===== config.mk =====
export PLATFORM = sky130hd
export DESIGN_NAME = ipv4_header_check_ttl_update_top
export DESIGN_NICKNAME = d
export VERILOG_FILES = /design/src/hw/rtl/ipv4hc_pkg.sv /design/src/hw/rtl/ipv4hc_accum.sv /design/src/hw/rtl/ipv4hc_result.sv /design/src/hw/rtl/ipv4_header_check_ttl_update_top.sv
export SDC_FILE = /design/constraint.sdc
export NUM_CORES = 1
export LEC_CHECK = 0
export BUFFER_PORTS_ARGS = -buffer_cell sky130_fd_sc_hd__buf_2
export CAP_MARGIN = 25
export CORE_MARGIN = 3
export CORE_UTILIZATION = 30
export DETAILED_ROUTE_END_ITERATION = 6
export SLEW_MARGIN = 40
export SYNTH_ARGS = -nofsm -noshare
export SYNTH_HDL_FRONTEND = slang
export SYNTH_SLANG_ARGS = --single-unit

===== constraint.sdc =====
create_clock -name clk_i -period 10.7 [get_ports clk_i]
set_input_delay 1.07 -clock clk_i [delete_from_list [all_inputs] [get_ports clk_i]]
set_output_delay 1.07 -clock clk_i [all_outputs]
set_load 0.01 [all_outputs]

===== src/hw/rtl/ipv4hc_pkg.sv =====
// Shared types, constants and functions for the IPv4 header check block.
`timescale 1ns / 1ps

package ipv4hc_pkg;

  localparam int unsigned HeaderBytes    = 20;
  localparam int unsigned MaxPacketBytes = 65535;

  localparam logic [15:0] HEADER_BYTES     = 16'(HeaderBytes);
  localparam logic [15:0] MAX_PACKET_BYTES = 16'(MaxPacketBytes);

  localparam logic [15:0] IDX_IHL      = 16'd0;
  localparam logic [15:0] IDX_LEN_HI   = 16'd2;
  localparam logic [15:0] IDX_LEN_LO   = 16'd3;
  localparam logic [15:0] IDX_TTL      = 16'd8;
  localparam logic [15:0] IDX_PROTO    = 16'd9;
  localparam logic [15:0] IDX_CSUM_HI  = 16'd10;
  localparam logic [15:0] IDX_CSUM_LO  = 16'd11;

  typedef enum logic [1:0] {
    ST_OK      = 2'd0,
    ST_SHORT   = 2'd1,
    ST_BAD_SUM = 2'd2,
    ST_TRUNC   = 2'd3
  } status_e;

  typedef struct packed {
    logic [19:0] sum;
    logic [15:0] count;
    logic [15:0] rx_csum;
    logic [7:0]  ttl;
    logic [7:0]  proto;
    logic [15:0] total_len;
    logic [3:0]  hdr_words;
  } snap_t;

  function automatic logic [15:0] fold_invert(input logic [20:0] s);
    logic [16:0] t;
    logic [16:0] u;
    t = {1'b0, s[15:0]} + {12'd0, s[20:16]};
    u = {1'b0, t[15:0]} + {16'd0, t[16]};
    return ~u[15:0];
  endfunction

endpackage


===== src/hw/rtl/ipv4hc_accum.sv =====
// Per-byte header capture, checksum accumulation and packet snapshot.
`timescale 1ns / 1ps

module ipv4hc_accum (
  input  logic                clk_i,
  input  logic                rst_ni,
  input  logic                in_valid_i,
  output logic                in_ready_o,
  input  logic [7:0]          data_byte_i,
  input  logic                last_i,
  output logic                snap_valid_o,
  input  logic                snap_ready_i,
  output ipv4hc_pkg::snap_t   snap_o
);

  logic [15:0] count_q, count_d;
  logic [19:0] sum_q, sum_d;
  logic [7:0]  hold_q, hold_d;
  logic [15:0] rx_csum_q, rx_csum_d;
  logic [7:0]  ttl_q, ttl_d;
  logic [7:0]  proto_q, proto_d;
  logic [15:0] total_len_q, total_len_d;
  logic [3:0]  hdr_words_q, hdr_words_d;
  logic        snap_vld_q;
  ipv4hc_pkg::snap_t snap_q;
  logic        accept;
  logic [7:0]  v;

  assign in_ready_o   = !snap_vld_q || snap_ready_i;
  assign accept       = in_valid_i && in_ready_o;
  assign snap_valid_o = snap_vld_q;
  assign snap_o       = snap_q;

  always_comb begin
    count_d     = count_q;
    sum_d       = sum_q;
    hold_d      = hold_q;
    rx_csum_d   = rx_csum_q;
    ttl_d       = ttl_q;
    proto_d     = proto_q;
    total_len_d = total_len_q;
    hdr_words_d = hdr_words_q;
    v           = data_byte_i;
    if (count_q < ipv4hc_pkg::HEADER_BYTES) begin
      if (count_q == ipv4hc_pkg::IDX_IHL)     hdr_words_d = data_byte_i[3:0];
      if (count_q == ipv4hc_pkg::IDX_LEN_HI)  total_len_d[15:8] = data_byte_i;
      if (count_q == ipv4hc_pkg::IDX_LEN_LO)  total_len_d[7:0] = data_byte_i;
      if (count_q == ipv4hc_pkg::IDX_TTL)     ttl_d = data_byte_i;
      if (count_q == ipv4hc_pkg::IDX_PROTO)   proto_d = data_byte_i;
      if (count_q == ipv4hc_pkg::IDX_CSUM_HI) begin
        rx_csum_d[15:8] = data_byte_i;
        v = 8'd0;
      end
      if (count_q == ipv4hc_pkg::IDX_CSUM_LO) begin
        rx_csum_d[7:0] = data_byte_i;
        v = 8'd0;
      end
      if (!count_q[0]) begin
        hold_d = v;
      end else begin
        sum_d = sum_q + {4'd0, hold_q, v};
      end
    end
    if (count_q < ipv4hc_pkg::MAX_PACKET_BYTES) begin
      count_d = count_q + 16'd1;
    end
  end

  always_ff @(posedge clk_i or negedge rst_ni) begin
    if (!rst_ni) begin
      count_q     <= '0;
      sum_q       <= '0;
      hold_q      <= '0;
      rx_csum_q   <= '0;
      ttl_q       <= '0;
      proto_q     <= '0;
      total_len_q <= '0;
      hdr_words_q <= '0;
      snap_vld_q  <= 1'b0;
    end else begin
      if (accept && last_i) begin
        count_q     <= '0;
        sum_q       <= '0;
        hold_q      <= '0;
        rx_csum_q   <= '0;
        ttl_q       <= '0;
        proto_q     <= '0;
        total_len_q <= '0;
        hdr_words_q <= '0;
      end else if (accept) begin
        count_q     <= count_d;
        sum_q       <= sum_d;
        hold_q      <= hold_d;
        rx_csum_q   <= rx_csum_d;
        ttl_q       <= ttl_d;
        proto_q     <= proto_d;
        total_len_q <= total_len_d;
        hdr_words_q <= hdr_words_d;
      end
      if (accept && last_i) begin
        snap_vld_q <= 1'b1;
      end else if (snap_ready_i) begin
        snap_vld_q <= 1'b0;
      end
    end
  end

  always_ff @(posedge clk_i) begin
    if (accept && last_i) begin
      snap_q.sum       <= sum_d;
      snap_q.count     <= count_d;
      snap_q.rx_csum   <= rx_csum_d;
      snap_q.ttl       <= ttl_d;
      snap_q.proto     <= proto_d;
      snap_q.total_len <= total_len_d;
      snap_q.hdr_words <= hdr_words_d;
    end
  end

endmodule


===== src/hw/rtl/ipv4hc_result.sv =====
// Header verdict, TTL decrement and checksum update into the result register.
`timescale 1ns / 1ps

module ipv4hc_result (
  input  logic                clk_i,
  input  logic                rst_ni,
  input  logic                snap_valid_i,
  output logic                snap_ready_o,
  input  ipv4hc_pkg::snap_t   snap_i,
  output logic                out_valid_o,
  input  logic                out_ready_i,
  output logic [1:0]          status_o,
  output logic signed [16:0]  payload_length_o,
  output logic [7:0]          new_ttl_o,
  output logic [15:0]         new_checksum_o
);

  logic                  out_vld_q;
  ipv4hc_pkg::status_e   status_q, status_d;
  logic signed [16:0]    plen_q, plen_d;
  logic [7:0]            nttl_q, nttl_d;
  logic [15:0]           nsum_q, nsum_d;
  logic                  take;
  logic [7:0]            dec_ttl;
  logic [20:0]           upd_sum;
  logic [16:0]           diff_len;

  assign snap_ready_o = !out_vld_q || out_ready_i;
  assign take         = snap_valid_i && snap_ready_o;

  assign dec_ttl  = snap_i.ttl - 8'd1;
  assign upd_sum  = {1'b0, snap_i.sum} - {5'd0, snap_i.ttl, snap_i.proto}
                  + {5'd0, dec_ttl, snap_i.proto};
  assign diff_len = {1'b0, snap_i.total_len} - {11'd0, snap_i.hdr_words, 2'b00};

  always_comb begin
    status_d = ipv4hc_pkg::ST_OK;
    plen_d   = '0;
    nttl_d   = '0;
    nsum_d   = '0;
    if (snap_i.count < ipv4hc_pkg::HEADER_BYTES) begin
      status_d = ipv4hc_pkg::ST_SHORT;
    end else if (ipv4hc_pkg::fold_invert({1'b0, snap_i.sum}) != snap_i.rx_csum) begin
      status_d = ipv4hc_pkg::ST_BAD_SUM;
    end else begin
      nttl_d = dec_ttl;
      nsum_d = ipv4hc_pkg::fold_invert(upd_sum);
      if (snap_i.count < snap_i.total_len) begin
        status_d = ipv4hc_pkg::ST_TRUNC;
      end else begin
        plen_d = signed'(diff_len);
      end
    end
  end

  always_ff @(posedge clk_i or negedge rst_ni) begin
    if (!rst_ni) begin
      out_vld_q <= 1'b0;
    end else if (take) begin
      out_vld_q <= 1'b1;
    end else if (out_ready_i) begin
      out_vld_q <= 1'b0;
    end
  end

  always_ff @(posedge clk_i) begin
    if (take) begin
      status_q <= status_d;
      plen_q   <= plen_d;
      nttl_q   <= nttl_d;
      nsum_q   <= nsum_d;
    end
  end

  assign out_valid_o      = out_vld_q;
  assign status_o         = status_q;
  assign payload_length_o = plen_q;
  assign new_ttl_o        = nttl_q;
  assign new_checksum_o   = nsum_q;

endmodule


===== src/hw/rtl/ipv4_header_check_ttl_update_top.sv =====
// Top level of the IPv4 header check and TTL update block.
`timescale 1ns / 1ps

// Takes an IPv4 packet one byte per cycle with last_i on the final byte and
// returns one result per packet: status, payload length, decremented TTL and
// the recomputed header checksum. A byte is accepted every cycle while the
// single snapshot slot between the byte accumulator and the result register
// is free or draining. The snapshot of the last byte is registered first and
// then moves into the result register. Bytes beyond 65535 are counted as 65535.
module ipv4_header_check_ttl_update_top (
  input  logic               clk_i,
  input  logic               rst_ni,
  input  logic               in_valid_i,
  output logic               in_ready_o,
  input  logic [7:0]         data_byte_i,
  input  logic               last_i,
  output logic               out_valid_o,
  input  logic               out_ready_i,
  output logic [1:0]         status_o,
  output logic signed [16:0] payload_length_o,
  output logic [7:0]         new_ttl_o,
  output logic [15:0]        new_checksum_o
);

  logic              snap_valid;
  logic              snap_ready;
  ipv4hc_pkg::snap_t snap;

  ipv4hc_accum u_accum (
    .clk_i        (clk_i),
    .rst_ni       (rst_ni),
    .in_valid_i   (in_valid_i),
    .in_ready_o   (in_ready_o),
    .data_byte_i  (data_byte_i),
    .last_i       (last_i),
    .snap_valid_o (snap_valid),
    .snap_ready_i (snap_ready),
    .snap_o       (snap)
  );

  ipv4hc_result u_result (
    .clk_i            (clk_i),
    .rst_ni           (rst_ni),
    .snap_valid_i     (snap_valid),
    .snap_ready_o     (snap_ready),
    .snap_i           (snap),
    .out_valid_o      (out_valid_o),
    .out_ready_i      (out_ready_i),
    .status_o         (status_o),
    .payload_length_o (payload_length_o),
    .new_ttl_o        (new_ttl_o),
    .new_checksum_o   (new_checksum_o)
  );

`ifndef SYNTHESIS
  a_last_snap: assert property (@(posedge clk_i) disable iff (!rst_ni)
    (in_valid_i && in_ready_o && last_i) |=> snap_valid)
    else $error("last byte accepted without a packet snapshot");

  a_short_zero: assert property (@(posedge clk_i) disable iff (!rst_ni)
    (out_valid_o && (status_o == ipv4hc_pkg::ST_SHORT ||
                     status_o == ipv4hc_pkg::ST_BAD_SUM))
    |-> (new_ttl_o == 8'd0 && new_checksum_o == 16'd0))
    else $error("ttl or checksum set on a rejected header");

  a_plen_zero: assert property (@(posedge clk_i) disable iff (!rst_ni)
    (out_valid_o && status_o != ipv4hc_pkg::ST_OK) |-> (payload_length_o == 17'sd0))
    else $error("payload length set on a non-ok result");

  a_no_stall_loss: assert property (@(posedge clk_i) disable iff (!rst_ni)
    (snap_valid && !snap_ready) |-> (out_valid_o && !out_ready_i))
    else $error("snapshot held while the result register is free");
`endif

endmodule


Word-level counts from Yosys, hierarchy flattened

Index checks and enable logic that the tools add are counted.

Output and inout port bits: 45
Input bits: 13
Register bits: 229
Word-level logic and storage cells: 102

Equality and inequality tests: 8
$lt $le $gt $ge: 4
Mux-type cells: 42
Reductions and logical operators: 15
Bitwise operators: 2
$add $sub $neg: 10

Operator list:

| cell                                                                           | number |
|---|---|
| 8-bit 2-to-1 mux                                                               | 19 |
| 16-bit 2-to-1 mux                                                              | 9 |
| 20-bit 2-to-1 mux                                                              | 4 |
| 16-bit by 4-bit == test with 1-bit output (second input constant)              | 4 |
| 16-bit by 1-bit adder with 16-bit output                                       | 2 |
| 16-bit by 2-bit == test with 1-bit output (second input constant)              | 2 |
| 16-bit by 5-bit less-than comparator with 1-bit output (second input constant) | 2 |
| 16-bit NOT                                                                     | 2 |
| 21-bit by 16-bit adder with 21-bit output                                      | 1 |
| 20-bit by 16-bit subtractor with 21-bit output                                 | 1 |
| 20-bit by 16-bit adder with 20-bit output                                      | 1 |
| 16-bit by 4-bit adder with 17-bit output                                       | 1 |
| 16-bit by 5-bit adder with 17-bit output                                       | 1 |
| 16-bit by 6-bit subtractor with 17-bit output                                  | 1 |
| 16-bit by 1-bit adder with 16-bit output (second input constant)               | 1 |
| 16-bit zero test                                                               | 1 |
| 16-bit less-than comparator                                                    | 1 |
| 16-bit less-than comparator (second input constant)                            | 1 |
| 4-bit 2-to-1 mux                                                               | 4 |
| 16-bit inequality test                                                         | 1 |
| 2-bit nonzero test                                                             | 4 |
| 8-bit by 1-bit subtractor with 8-bit output (second input constant)            | 1 |
| 1-bit 2-to-1 mux                                                               | 4 |
| 2-bit 2-to-1 mux                                                               | 2 |
| 7 further kinds                                                                | 11 |

Longest topological paths before layout

Gate-level depths: netlist (run 1).

Word-level depth: 9
Gate-level depth with buffers: 30
Depth with buffers taken out: 30

Hierarchy

Synthesis (run 1) repeated with hierarchy kept, for this count alone.

Cells, all modules: 1,377
Area total of the unflattened synthesis: 14,378.8 um^2

Modules (own cells, without submodules):

| module        | times used | seq. area each (um^2) | area each (um^2) | cells an instance |
|---|---|---|---|---|
| ipv4hc_accum  | 1          | 5,069.9               | 8,805.9          | 722 |
| ipv4hc_result | 1          | 1,316.3               | 5,572.8          | 655 |

Worst setup path before layout (run 1)

Ideal clock, no wire load.

Path type: register to register
Start point: register u_accum.snap_q, in the netlist u_accum.snap_o[28]
End point: register u_result.nsum_q[12] (netlist: u_result.new_checksum_o[12]), data pin
Setup time: 257 ps
Clock period less this slack: 6,173 ps
Path buffers: 0
Stages on the path, launching flop included: 29
Required time: 10,443 ps
Arrival time: 5,916 ps
Path slack: 4,527 ps
Cells stage by stage: edfxtp_1 > or3_1 > or2_2 > nor2_1 > xnor2_1 > ha_1 > or2_2 > o32a_1 > a21o_1 > a21o_1 > a31o_2 > a21o_1 > a21oi_1 > xnor2_1 > ha_1 > o21a_1 > o31a_1 > nor2_1 > nor2b_1 > and3_1 > ha_1 > ha_1 > and3_1 > nand3_1 > maj3_1 > nor4_1 > nand3_1 > xnor2_1 > nor2_1

Word-level cells in the longest chain between the ends: 5
Elaborated cells on any way between the ends: 6
Classes of those cells: add/sub: 5; bitwise: 1

Ends and longest elaborated chain:

| item                                                                                                                 | RTL line                                 | text |
|---|---|---|
| from (decl)                                                                                                          | ipv4hc_accum.sv:25                       | `ipv4hc_pkg::snap_t snap_q;` |
| 20-bit by 16-bit subtractor with 21-bit output / 8-bit by 1-bit subtractor with 8-bit output (equally long branches) | ipv4hc_result.sv:32, ipv4hc_result.sv:31 |  |
| 21-bit by 16-bit adder with 21-bit output *                                                                          | ipv4hc_result.sv:33                      | `+ {5'd0, dec_ttl, snap_i.proto};` |
| 16-bit by 5-bit adder with 17-bit output *                                                                           | ipv4hc_pkg.sv:40                         | `t = {1'b0, s[15:0]} + {12'd0, s[20:16]};` |
| 16-bit by 1-bit adder with 16-bit output *                                                                           | ipv4hc_pkg.sv:41                         | `u = {1'b0, t[15:0]} + {16'd0, t[16]};` |
| 16-bit NOT *                                                                                                         | ipv4hc_pkg.sv:42                         | `return ~u[15:0];` |
| to (signal assigned)                                                                                                 | ipv4hc_result.sv:71                      | `nsum_q <= nsum_d;` |
| to (decl)                                                                                                            | ipv4hc_result.sv:22                      | `logic [15:0] nsum_q, nsum_d;` |

Every way passes the cells marked *; elsewhere a longest branch is shown, timed or not.
A chain may end at the register's enable or synchronous reset.

Final worst setup path (run 1)

Same ends and word-level chain as after synthesis.

==> impl_results.rst, run 1 <==
.. list-table::
   :header-rows: 1

   * - Metric
     - Value
   * - Longest individual stage delay on the worst path
     - 0.48 ns
   * - Path type of the worst setup path
     - reg -> reg
   * - Total number of placement rows
     - 76
   * - H-tree depth
     - 1
   * - Total detailed-routing wirelength
     - 32300 um
   * - Relative slew slack
     - 0.443
   * - Number of vias in the routed layout
     - 9881
   * - Setup Fix Bufs, Post-CTS
     - 0
   * - Critical Path End Type
     - register
   * - Final antenna-violating net count
     - 0
   * - Port bufs
     - 57
   * - CTS tree
     - done
   * - WHS Endpoint
     - u_result.out_valid_o$_DFFE_PN0P_
   * - Synthesized Nets
     - 1360
   * - Clock-pin slew of the registers on the worst-case setup and hold paths
     - 0.06 ns
   * - Routability Congestion
     - 0.894
   * - Effective utilization at floorplan
     - 0.306
   * - Leakage
     - 6.15 nW
   * - Vias in the first global route
     - 9685
   * - Asr flop ratio synth
     - 0.423
   * - Y dimension of the die
     - 216 um
   * - Clock period minus final worst setup slack
     - 6.71 ns
   * - # diodes
     - 0
   * - Area added between synthesis and finish
     - 13.6%
   * - Number of nets in the finished design
     - 1402
   * - Clock buffers created by TritonCTS
     - 24
   * - Maximum operating frequency
     - 0.149 GHz
   * - Number of cell instances on the worst register-to-register path
     - 28
   * - Fraction of the yosys area taken by sequential cells
     - 0.454
   * - Reg2reg end
     - u_result.new_checksum_o[12]$_SDFFCE_PP0P_
   * - Arrival time reported for the critical path endpoint
     - 6.95 ns
   * - Antenna violations before repair
     - 0
   * - Run status
     - complete, no violations
   * - Mean instance size in the synthesized netlist
     - 10.5 um2
   * - Count of unique library cells instantiated by Yosys
     - 83
   * - Crit-path max FO
     - 7
   * - Synth top area cells
     - sky130_fd_sc_hd__edfxtp_1, sky130_fd_sc_hd__dfrtp_1, sky130_fd_sc_hd__ha_1
   * - Crit path buffers/inverters
     - 0
   * - Worst min-delay path startpoint
     - u_accum.snap_valid_o$_DFFE_PN0P_
   * - Final clock period utilization by the worst path
     - 0.627
   * - Clock Latency Late Sink
     - 0.51 ns
   * - Global-route usage over all layers
     - 0.136
   * - Crit path from
     - u_accum.snap_o[28]$_DFFE_PP_
   * - Register bit total from synthesis
     - 215
   * - Hold buffers post-CTS
     - 0
   * - Worst Tran Pin Value
     - 0.830 ns
   * - Number of fill cells in the layout
     - 4279
   * - Total half-perimeter wirelength after legalization and detailed placement
     - 23500 um
   * - # resized after CTS
     - 0
   * - Critical path's top delay family
     - simple AND/OR/NAND/NOR gates
   * - Area of the mapped netlist
     - 13200 um2
   * - Largest net degree at the start of global routing
     - 71
   * - Largest area contributor in the synthesized netlist
     - sky130_fd_sc_hd__edfxtp_1
   * - Horizontal die dimension
     - 216 um
   * - Type of element launching the critical path
     - register
   * - Ports placed on the boundary
     - 58
   * - Overflow left after global routing
     - 0
   * - Fraction of final layout cells with drive strength greater than 1
     - 0.137
   * - Worst Hold Depth
     - 1
   * - Number of design rule violations left after detail routing
     - 0
   * - Synth Instances
     - 1265
   * - Average routed wire per standard cell
     - 16.9 um
   * - Prevailing post-synth register cell
     - sky130_fd_sc_hd__edfxtp_1
   * - Max cap viols
     - 0
   * - Number of enable flip-flop cells after synthesis
     - 124
   * - Slowest CP cell
     - sky130_fd_sc_hd__edfxtp_1
   * - Crit path top cell by count
     - sky130_fd_sc_hd__ha_1
   * - Path class of the lowest-slack min-delay path
     - reg -> reg
   * - First-iteration detailed-routing DRC count
     - 770
   * - Max Buffers Root-to-Sink
     - 3
   * - Setup slack on the worst flop-to-flop path
     - 3.99 ns
   * - Pwr per Cell Area
     - 169 nW/um2
   * - First-pass GRT wire length
     - 52300 um
   * - Pwr Total
     - 0.00254 W
   * - Number of setup violations in the final report
     - 0
   * - Proportion of netlist area held by the largest area contributor
     - 0.282
   * - Critical path required time
     - 10.94 ns
   * - Die Footprint
     - 46600 um2
   * - Std-Cell Core Area
     - 43300 um2
   * - Total Negative Setup Slacks
     - 0 ns
   * - Endpoints failing hold
     - 0
   * - Number of synthesis warnings
     - 0
   * - Cell at the root of the clock tree
     - sky130_fd_sc_hd__clkbuf_16
   * - Setup repair after global routing missed its margin
     - false
   * - Startpoint of the most critical register-to-register path
     - u_accum.snap_o[28]$_DFFE_PP_
   * - Number of pins exceeding their max-slew limit in the final report
     - 0
   * - Worst IR Drop VDD
     - 0.0898 mV
   * - DR vias/cell
     - 5.17
   * - # clock sinks
     - 215
   * - Layout Skew
     - 0.00912 ns
   * - Drt pass-1 iters
     - 6
[cell usage in the layout, fill, tap and decap left out, types with 5 or more instances in the layout]
| cell type | n |
|---|---|
| sky130_fd_sc_hd__a211oi_1 | 13 |
| sky130_fd_sc_hd__a21o_1 | 25 |
| sky130_fd_sc_hd__a21oi_1 | 46 |
| sky130_fd_sc_hd__a22o_1 | 64 |
| sky130_fd_sc_hd__a31oi_1 | 5 |
| sky130_fd_sc_hd__and2_1 | 8 |
| sky130_fd_sc_hd__and3_1 | 23 |
| sky130_fd_sc_hd__and4_1 | 5 |
| sky130_fd_sc_hd__buf_2 | 56 |
| sky130_fd_sc_hd__bufinv_16 | 5 |
| sky130_fd_sc_hd__clkbuf_16 | 25 |
| sky130_fd_sc_hd__clkinv_1 | 5 |
| sky130_fd_sc_hd__dfrtp_1 | 91 |
| sky130_fd_sc_hd__edfxtp_1 | 124 |
| sky130_fd_sc_hd__ha_1 | 78 |
| sky130_fd_sc_hd__inv_1 | 57 |
| sky130_fd_sc_hd__mux2_2 | 49 |
| sky130_fd_sc_hd__nand2_1 | 123 |
| sky130_fd_sc_hd__nand2b_1 | 12 |
| sky130_fd_sc_hd__nand3_1 | 31 |
| sky130_fd_sc_hd__nand4_1 | 13 |
| sky130_fd_sc_hd__nor2_1 | 80 |
| sky130_fd_sc_hd__nor2b_1 | 12 |
| sky130_fd_sc_hd__nor3_1 | 29 |
| sky130_fd_sc_hd__nor4_1 | 13 |
| sky130_fd_sc_hd__o2111ai_1 | 6 |
| sky130_fd_sc_hd__o211ai_1 | 12 |
| sky130_fd_sc_hd__o21a_1 | 8 |
| sky130_fd_sc_hd__o21ai_0 | 66 |
| sky130_fd_sc_hd__o31ai_1 | 12 |
| sky130_fd_sc_hd__or3_1 | 8 |
| sky130_fd_sc_hd__xnor2_1 | 83 |
| sky130_fd_sc_hd__xor2_1 | 28 |
[state kept, by name, summed over array words and instances, names as in the netlist, 2 cells and up]
register and flops:
u_accum.snap_o 81, u_accum.sum_q 20, u_result.payload_length_o 17, u_accum.count_q 16, u_accum.rx_csum_q 16, u_accum.total_len_q 16, u_result.new_checksum_o 16, u_accum.hold_q 8
u_accum.ttl_q 8, u_result.new_ttl_o 8, u_accum.hdr_words_q 4, u_result.status_o 2
[area by class of cell]
type / instances / area (um2) / area share
Multi-Input combinational cell: 946 / 6870 / 0.458
Clock inverter: 16 / 216 / 0.0144
Sequential cell: 215 / 6000 / 0.399
Clock buffer: 28 / 647 / 0.0431
Inverter: 58 / 218 / 0.0145
Tap cell: 585 / 732 / 0.0487
Timing Repair Buffer: 62 / 333 / 0.0222
[through the flow]
| step | instance area, um2 | worst slack (ns) | cells | util | hold WS (ns) |
|---|---|---|---|---|---|
| floorplan | 13200 | 4.53 | 1265 | - | 0.449 |
| global placement | 14100 | 4.10 | 1866 | 0.326 | 0.477 |
| detailed placement | 14100 | 3.99 | 1866 | 0.327 | 0.485 |
| CTS | 15000 | 3.96 | 1910 | 0.347 | 0.501 |
| global route | 15000 | 3.44 | 1910 | 0.347 | 0.518 |
| finish | 15000 | 3.99 | 1910 | 0.347 | 0.496 |
[cells by family (layout without fill, tap and decap cells)]
logic type / count (synthesis) / after routing / synth area share
buffers and inverters: 104 / 164 / 0.0307
AOI/OAI and AO/OA: 303 / 303 / 0.164
and+or+nand+nor: 392 / 392 / 0.147
adders and majority gates: 83 / 83 / 0.0806
DFF: 215 / 215 / 0.454
muxes: 53 / 53 / 0.0448
xor gates and xnor gates: 115 / 115 / 0.0789
[where the power goes]
part / total (W) / internal [W] / switching [W]
Clock: 0.000891 / 0.000555 / 0.000337
Sequential: 0.000993 / 0.000945 / 0.0000488
Combinational: 0.000654 / 0.000262 / 0.000391
Total: 0.00254 / 0.00176 / 0.000777
[synth_stat cells (all sizes together), types with 3 or more instances]
cell type	number
a211o	3
a211oi	15
a21boi	4
a21o	25
a21oi	46
a22o	64
a31oi	5
and2	9
and3	23
and4	5
buf	10
clkbuf	36
dfrtp	91
edfxtp	124
fa	4
ha	78
inv	57
mux2	49
mux2i	4
nand2	125
nand2b	12
nand3	31
nand4	13
nor2	83
nor2b	12
nor3	32
nor3b	4
nor4	17
o2111ai	6
o211a	4
o211ai	12
o21a	8
o21ai	67
o21bai	3
o311ai	5
o31ai	12
or2	4
or3	8
xnor2	85
xor2	29
[how the worst max path moves through the flow]
stage / end / slack, ns / cells past startpoint
4_1_cts: u_result.new_checksum_o[12]$_SDFFCE_PP0P_ / 3.96 / 28
5_1_grt: u_result.new_checksum_o[12]$_SDFFCE_PP0P_ / 3.44 / 29
3_5_place_dp: u_result.new_checksum_o[12]$_SDFFCE_PP0P_ / 3.99 / 28
6_report: u_result.new_checksum_o[12]$_SDFFCE_PP0P_ / 3.99 / 28
3_3_place_gp: u_result.new_checksum_o[12]$_SDFFCE_PP0P_ / 4.10 / 28
2_1_floorplan: u_result.new_checksum_o[12]$_SDFFCE_PP0P_ / 4.53 / 28
[routing by layer]
layer	track usage	wire (um)	vias up
met5	0	0	-
met4	0.0309	648	0
met3	0.0153	1540	38
met2	0.222	14700	233
met1	0.194	15400	4844
li1	-	-	4766
No activity file was read; power rests on OpenSTA's default activity.
==> inputs of run 2 (changes only) <==
Clock period 10.7 ns to 6.6 ns, I/O delays scaled along.
==> run 2 against run 1 <==
- clock-buffer cell count increased by 3
- wire length increased by 1.0%
- largest power group unchanged
- sequential share of layout area decreased by 0.31 points
- clock power increased by 68%
- largest cell class unchanged
==> impl_results.rst, run 2 (same netlist as run 1, synthesis figures left out) <==
.. list-table::
   :header-rows: 1

   * - Metric
     - Value
   * - Final antenna-violating net count
     - 0 (unchanged)
   * - Drt pass-1 iters
     - 5 (-1)
   * - CTS tree
     - done
   * - Worst-case setup slack after placement
     - 0.149 ns (-3.84 ns)
   * - Overflow left after global routing
     - 0 (unchanged)
   * - Routability Congestion
     - 0.894 (about the same)
   * - Run status
     - complete, no violations
   * - Number of design rule violations left after detail routing
     - 0 (unchanged)
   * - # diodes
     - 0 (unchanged)
   * - Most common library cell in the layout ignoring fill and taps
     - sky130_fd_sc_hd__edfxtp_1
   * - Path class of the lowest-slack min-delay path
     - in -> async
   * - Average routed wire per standard cell
     - 17.0 um (+0.48%)
   * - Slowest CP cell
     - sky130_fd_sc_hd__or3_4
   * - Crit-path max FO
     - 5 (-2)
   * - # resized after CTS
     - 0 (unchanged)
   * - Worst hold slack
     - 0.0909 ns (-0.405 ns)
   * - Number of vias in the routed layout
     - 9912 (+0.31%)
   * - Port bufs
     - 57 (unchanged)
   * - Largest net degree at the start of global routing
     - 70 (-1.4%)
   * - Critical path required time
     - 6.86 ns (-4.08 ns)
   * - Number of fill cells in the layout
     - 4238 (-0.96%)
   * - Number of setup violations in the final report
     - 0 (unchanged)
   * - Total half-perimeter wirelength after legalization and detailed placement
     - 23200 um (-1.1%)
   * - Effective utilization at floorplan
     - 0.306 (unchanged)
   * - Endpoints failing hold
     - 0 (unchanged)
   * - Leakage
     - 6.21 nW (+1.1%)
   * - Total number of placement rows
     - 76 (unchanged)
   * - Crit path top cell by count
     - sky130_fd_sc_hd__ha_1
   * - Number of nets in the finished design
     - 1410 (+0.57%)
   * - Longest individual stage delay on the worst path
     - 0.42 ns (-0.06 ns)
   * - # clock sinks
     - 215 (unchanged)
   * - Die Footprint
     - 46600 um2 (unchanged)
   * - Type of element launching the critical path
     - register
   * - Clock Latency Late Sink
     - 0.54 ns (+0.03 ns)
   * - Clock buffers created by TritonCTS
     - 26 (+8.3%)
   * - Max cap viols
     - 0 (unchanged)
   * - Vias in the first global route
     - 9446 (-2.5%)
   * - Worst Slack Setup Final
     - 0.408 ns (-3.58 ns)
   * - Largest register FFs
     - 81 (unchanged)
   * - Arrival time reported for the critical path endpoint
     - 6.46 ns (-0.49 ns)
   * - Final clock period utilization by the worst path
     - 0.938 (+0.311)
   * - Share of the core filled with cells in the final layout
     - 0.350 (+0.00269)
   * - Global-route usage over all layers
     - 0.136 (-0.000324)
   * - Number of pins exceeding their max-slew limit in the final report
     - 0 (unchanged)
   * - Critical Path End Type
     - register
   * - Hold buffers post-CTS
     - 0 (unchanged)
   * - Path type of the worst setup path
     - reg -> reg
   * - H-tree depth
     - 1 (unchanged)
   * - Horizontal die dimension
     - 216 um (unchanged)
   * - Clock-pin slew of the registers on the worst-case setup and hold paths
     - 0.06 ns (about the same)
   * - Worst Tran Pin Value
     - 0.788 ns (-0.0424 ns)
   * - Total detailed-routing wirelength
     - 32600 um (+1.0%)
   * - Cell at the root of the clock tree
     - sky130_fd_sc_hd__clkbuf_16
   * - Std-Cell Core Area
     - 43300 um2 (unchanged)
   * - First-iteration detailed-routing DRC count
     - 699 (-9.2%)
   * - Max Buffers Root-to-Sink
     - 3 (unchanged)
   * - Ports placed on the boundary
     - 58 (unchanged)
   * - Worst IR Drop VDD
     - 0.185 mV (+110%)
   * - Pwr per Cell Area
     - 277 nW/um2 (+64%)
   * - Layout Skew
     - 0.0273 ns (+0.0182 ns)
   * - Cell count after placement
     - 1872 (+0.32%)
   * - First-pass GRT wire length
     - 51800 um (-0.95%)
   * - Antenna violations before repair
     - 0 (unchanged)
   * - Relative slew slack
     - 0.468 (+0.0249)
   * - Setup Fix Bufs, Post-CTS
     - 0 (unchanged)
   * - Number of non-filler instances in the completed layout
     - 1920 (+0.52%)
   * - DR vias/cell
     - 5.16 (-0.21%)
   * - Pwr Total
     - 0.00419 W (+65%)
   * - Y dimension of the die
     - 216 um (unchanged)
   * - Area added between synthesis and finish
     - 14.5%
   * - Maximum operating frequency
     - 0.161 GHz (+8.4%)
   * - Clock period minus final worst setup slack
     - 6.19 ns (-0.519 ns)
   * - Commonest cells after routing, fill and taps aside
     - sky130_fd_sc_hd__edfxtp_1, sky130_fd_sc_hd__nand2_1, sky130_fd_sc_hd__dfrtp_1, sky130_fd_sc_hd__xnor2_1, sky130_fd_sc_hd__nor2_1
   * - Fraction of final layout cells with drive strength greater than 1
     - 0.147 (+0.0102)
run 2: path summary, 6_finish.rpt:
check	start	end	slack, ns	cells after the start
max	u_accum.snap_o[29]$_DFFE_PP_	u_result.new_checksum_o[12]$_SDFFCE_PP0P_	0.41	28
min	rst_ni	u_accum.sum_q[19]$_DFFE_PN0P_	0.09	1
max reg2reg	u_accum.snap_o[29]$_DFFE_PP_	u_result.new_checksum_o[12]$_SDFFCE_PP0P_	0.41	28
min reg2reg	u_accum.ttl_q[3]$_DFFE_PN0P_	u_accum.ttl_q[3]$_DFFE_PN0P_	0.50	1
max in group asynchronous	rst_ni	u_accum.ttl_q[3]$_DFFE_PN0P_	5.56	2
min in group clk_i	out_ready_i	u_result.out_valid_o$_DFFE_PN0P_	0.41	3
run 2: stage by stage:
stage	instance area, um2	setup TNS [ns]
CTS	15100	0
global route	15100	-0.00260
floorplan	13200	0
detailed placement	14200	0
global placement	14200	0
finish	15100	0
run 2: where the power goes:
part           total (W)  switching [W]  internal [W]
logic            0.00108       0.000647      0.000437
clock network    0.00150       0.000578      0.000920
registers        0.00161      0.0000781       0.00153
run 2: metal layers:
metal / up-vias / track usage / part of all wire / wire length, um
li1: 4784 / - / - / -
met3: 55 / 0.0182 / 0.048 / 1550
met5: - / 0 / 0 / 0
met2: 226 / 0.219 / 0.45 / 14700
met4: 0 / 0.0357 / 0.024 / 772
met1: 4847 / 0.193 / 0.48 / 15600
run 2: layout make-up:
class / count / area, um2 / area share
clock buffers: 31 / 701 / 0.0463
clock inverters: 17 / 210 / 0.0139
inverters: 58 / 218 / 0.0144
multi-input cells: 946 / 6890 / 0.455
flip-flops and latches: 215 / 6000 / 0.396
well taps: 585 / 732 / 0.0484
repair buffers: 68 / 382 / 0.0252
run 2: worst max-delay path, delay by kind of cell (launching register included):
family | cells | cell delay [ns]
flops | 1 | 0.39
xor+xnor | 3 | 0.33
compound gates | 8 | 1.68
fa+ha+maj | 5 | 1.28
simple gates | 12 | 2.25
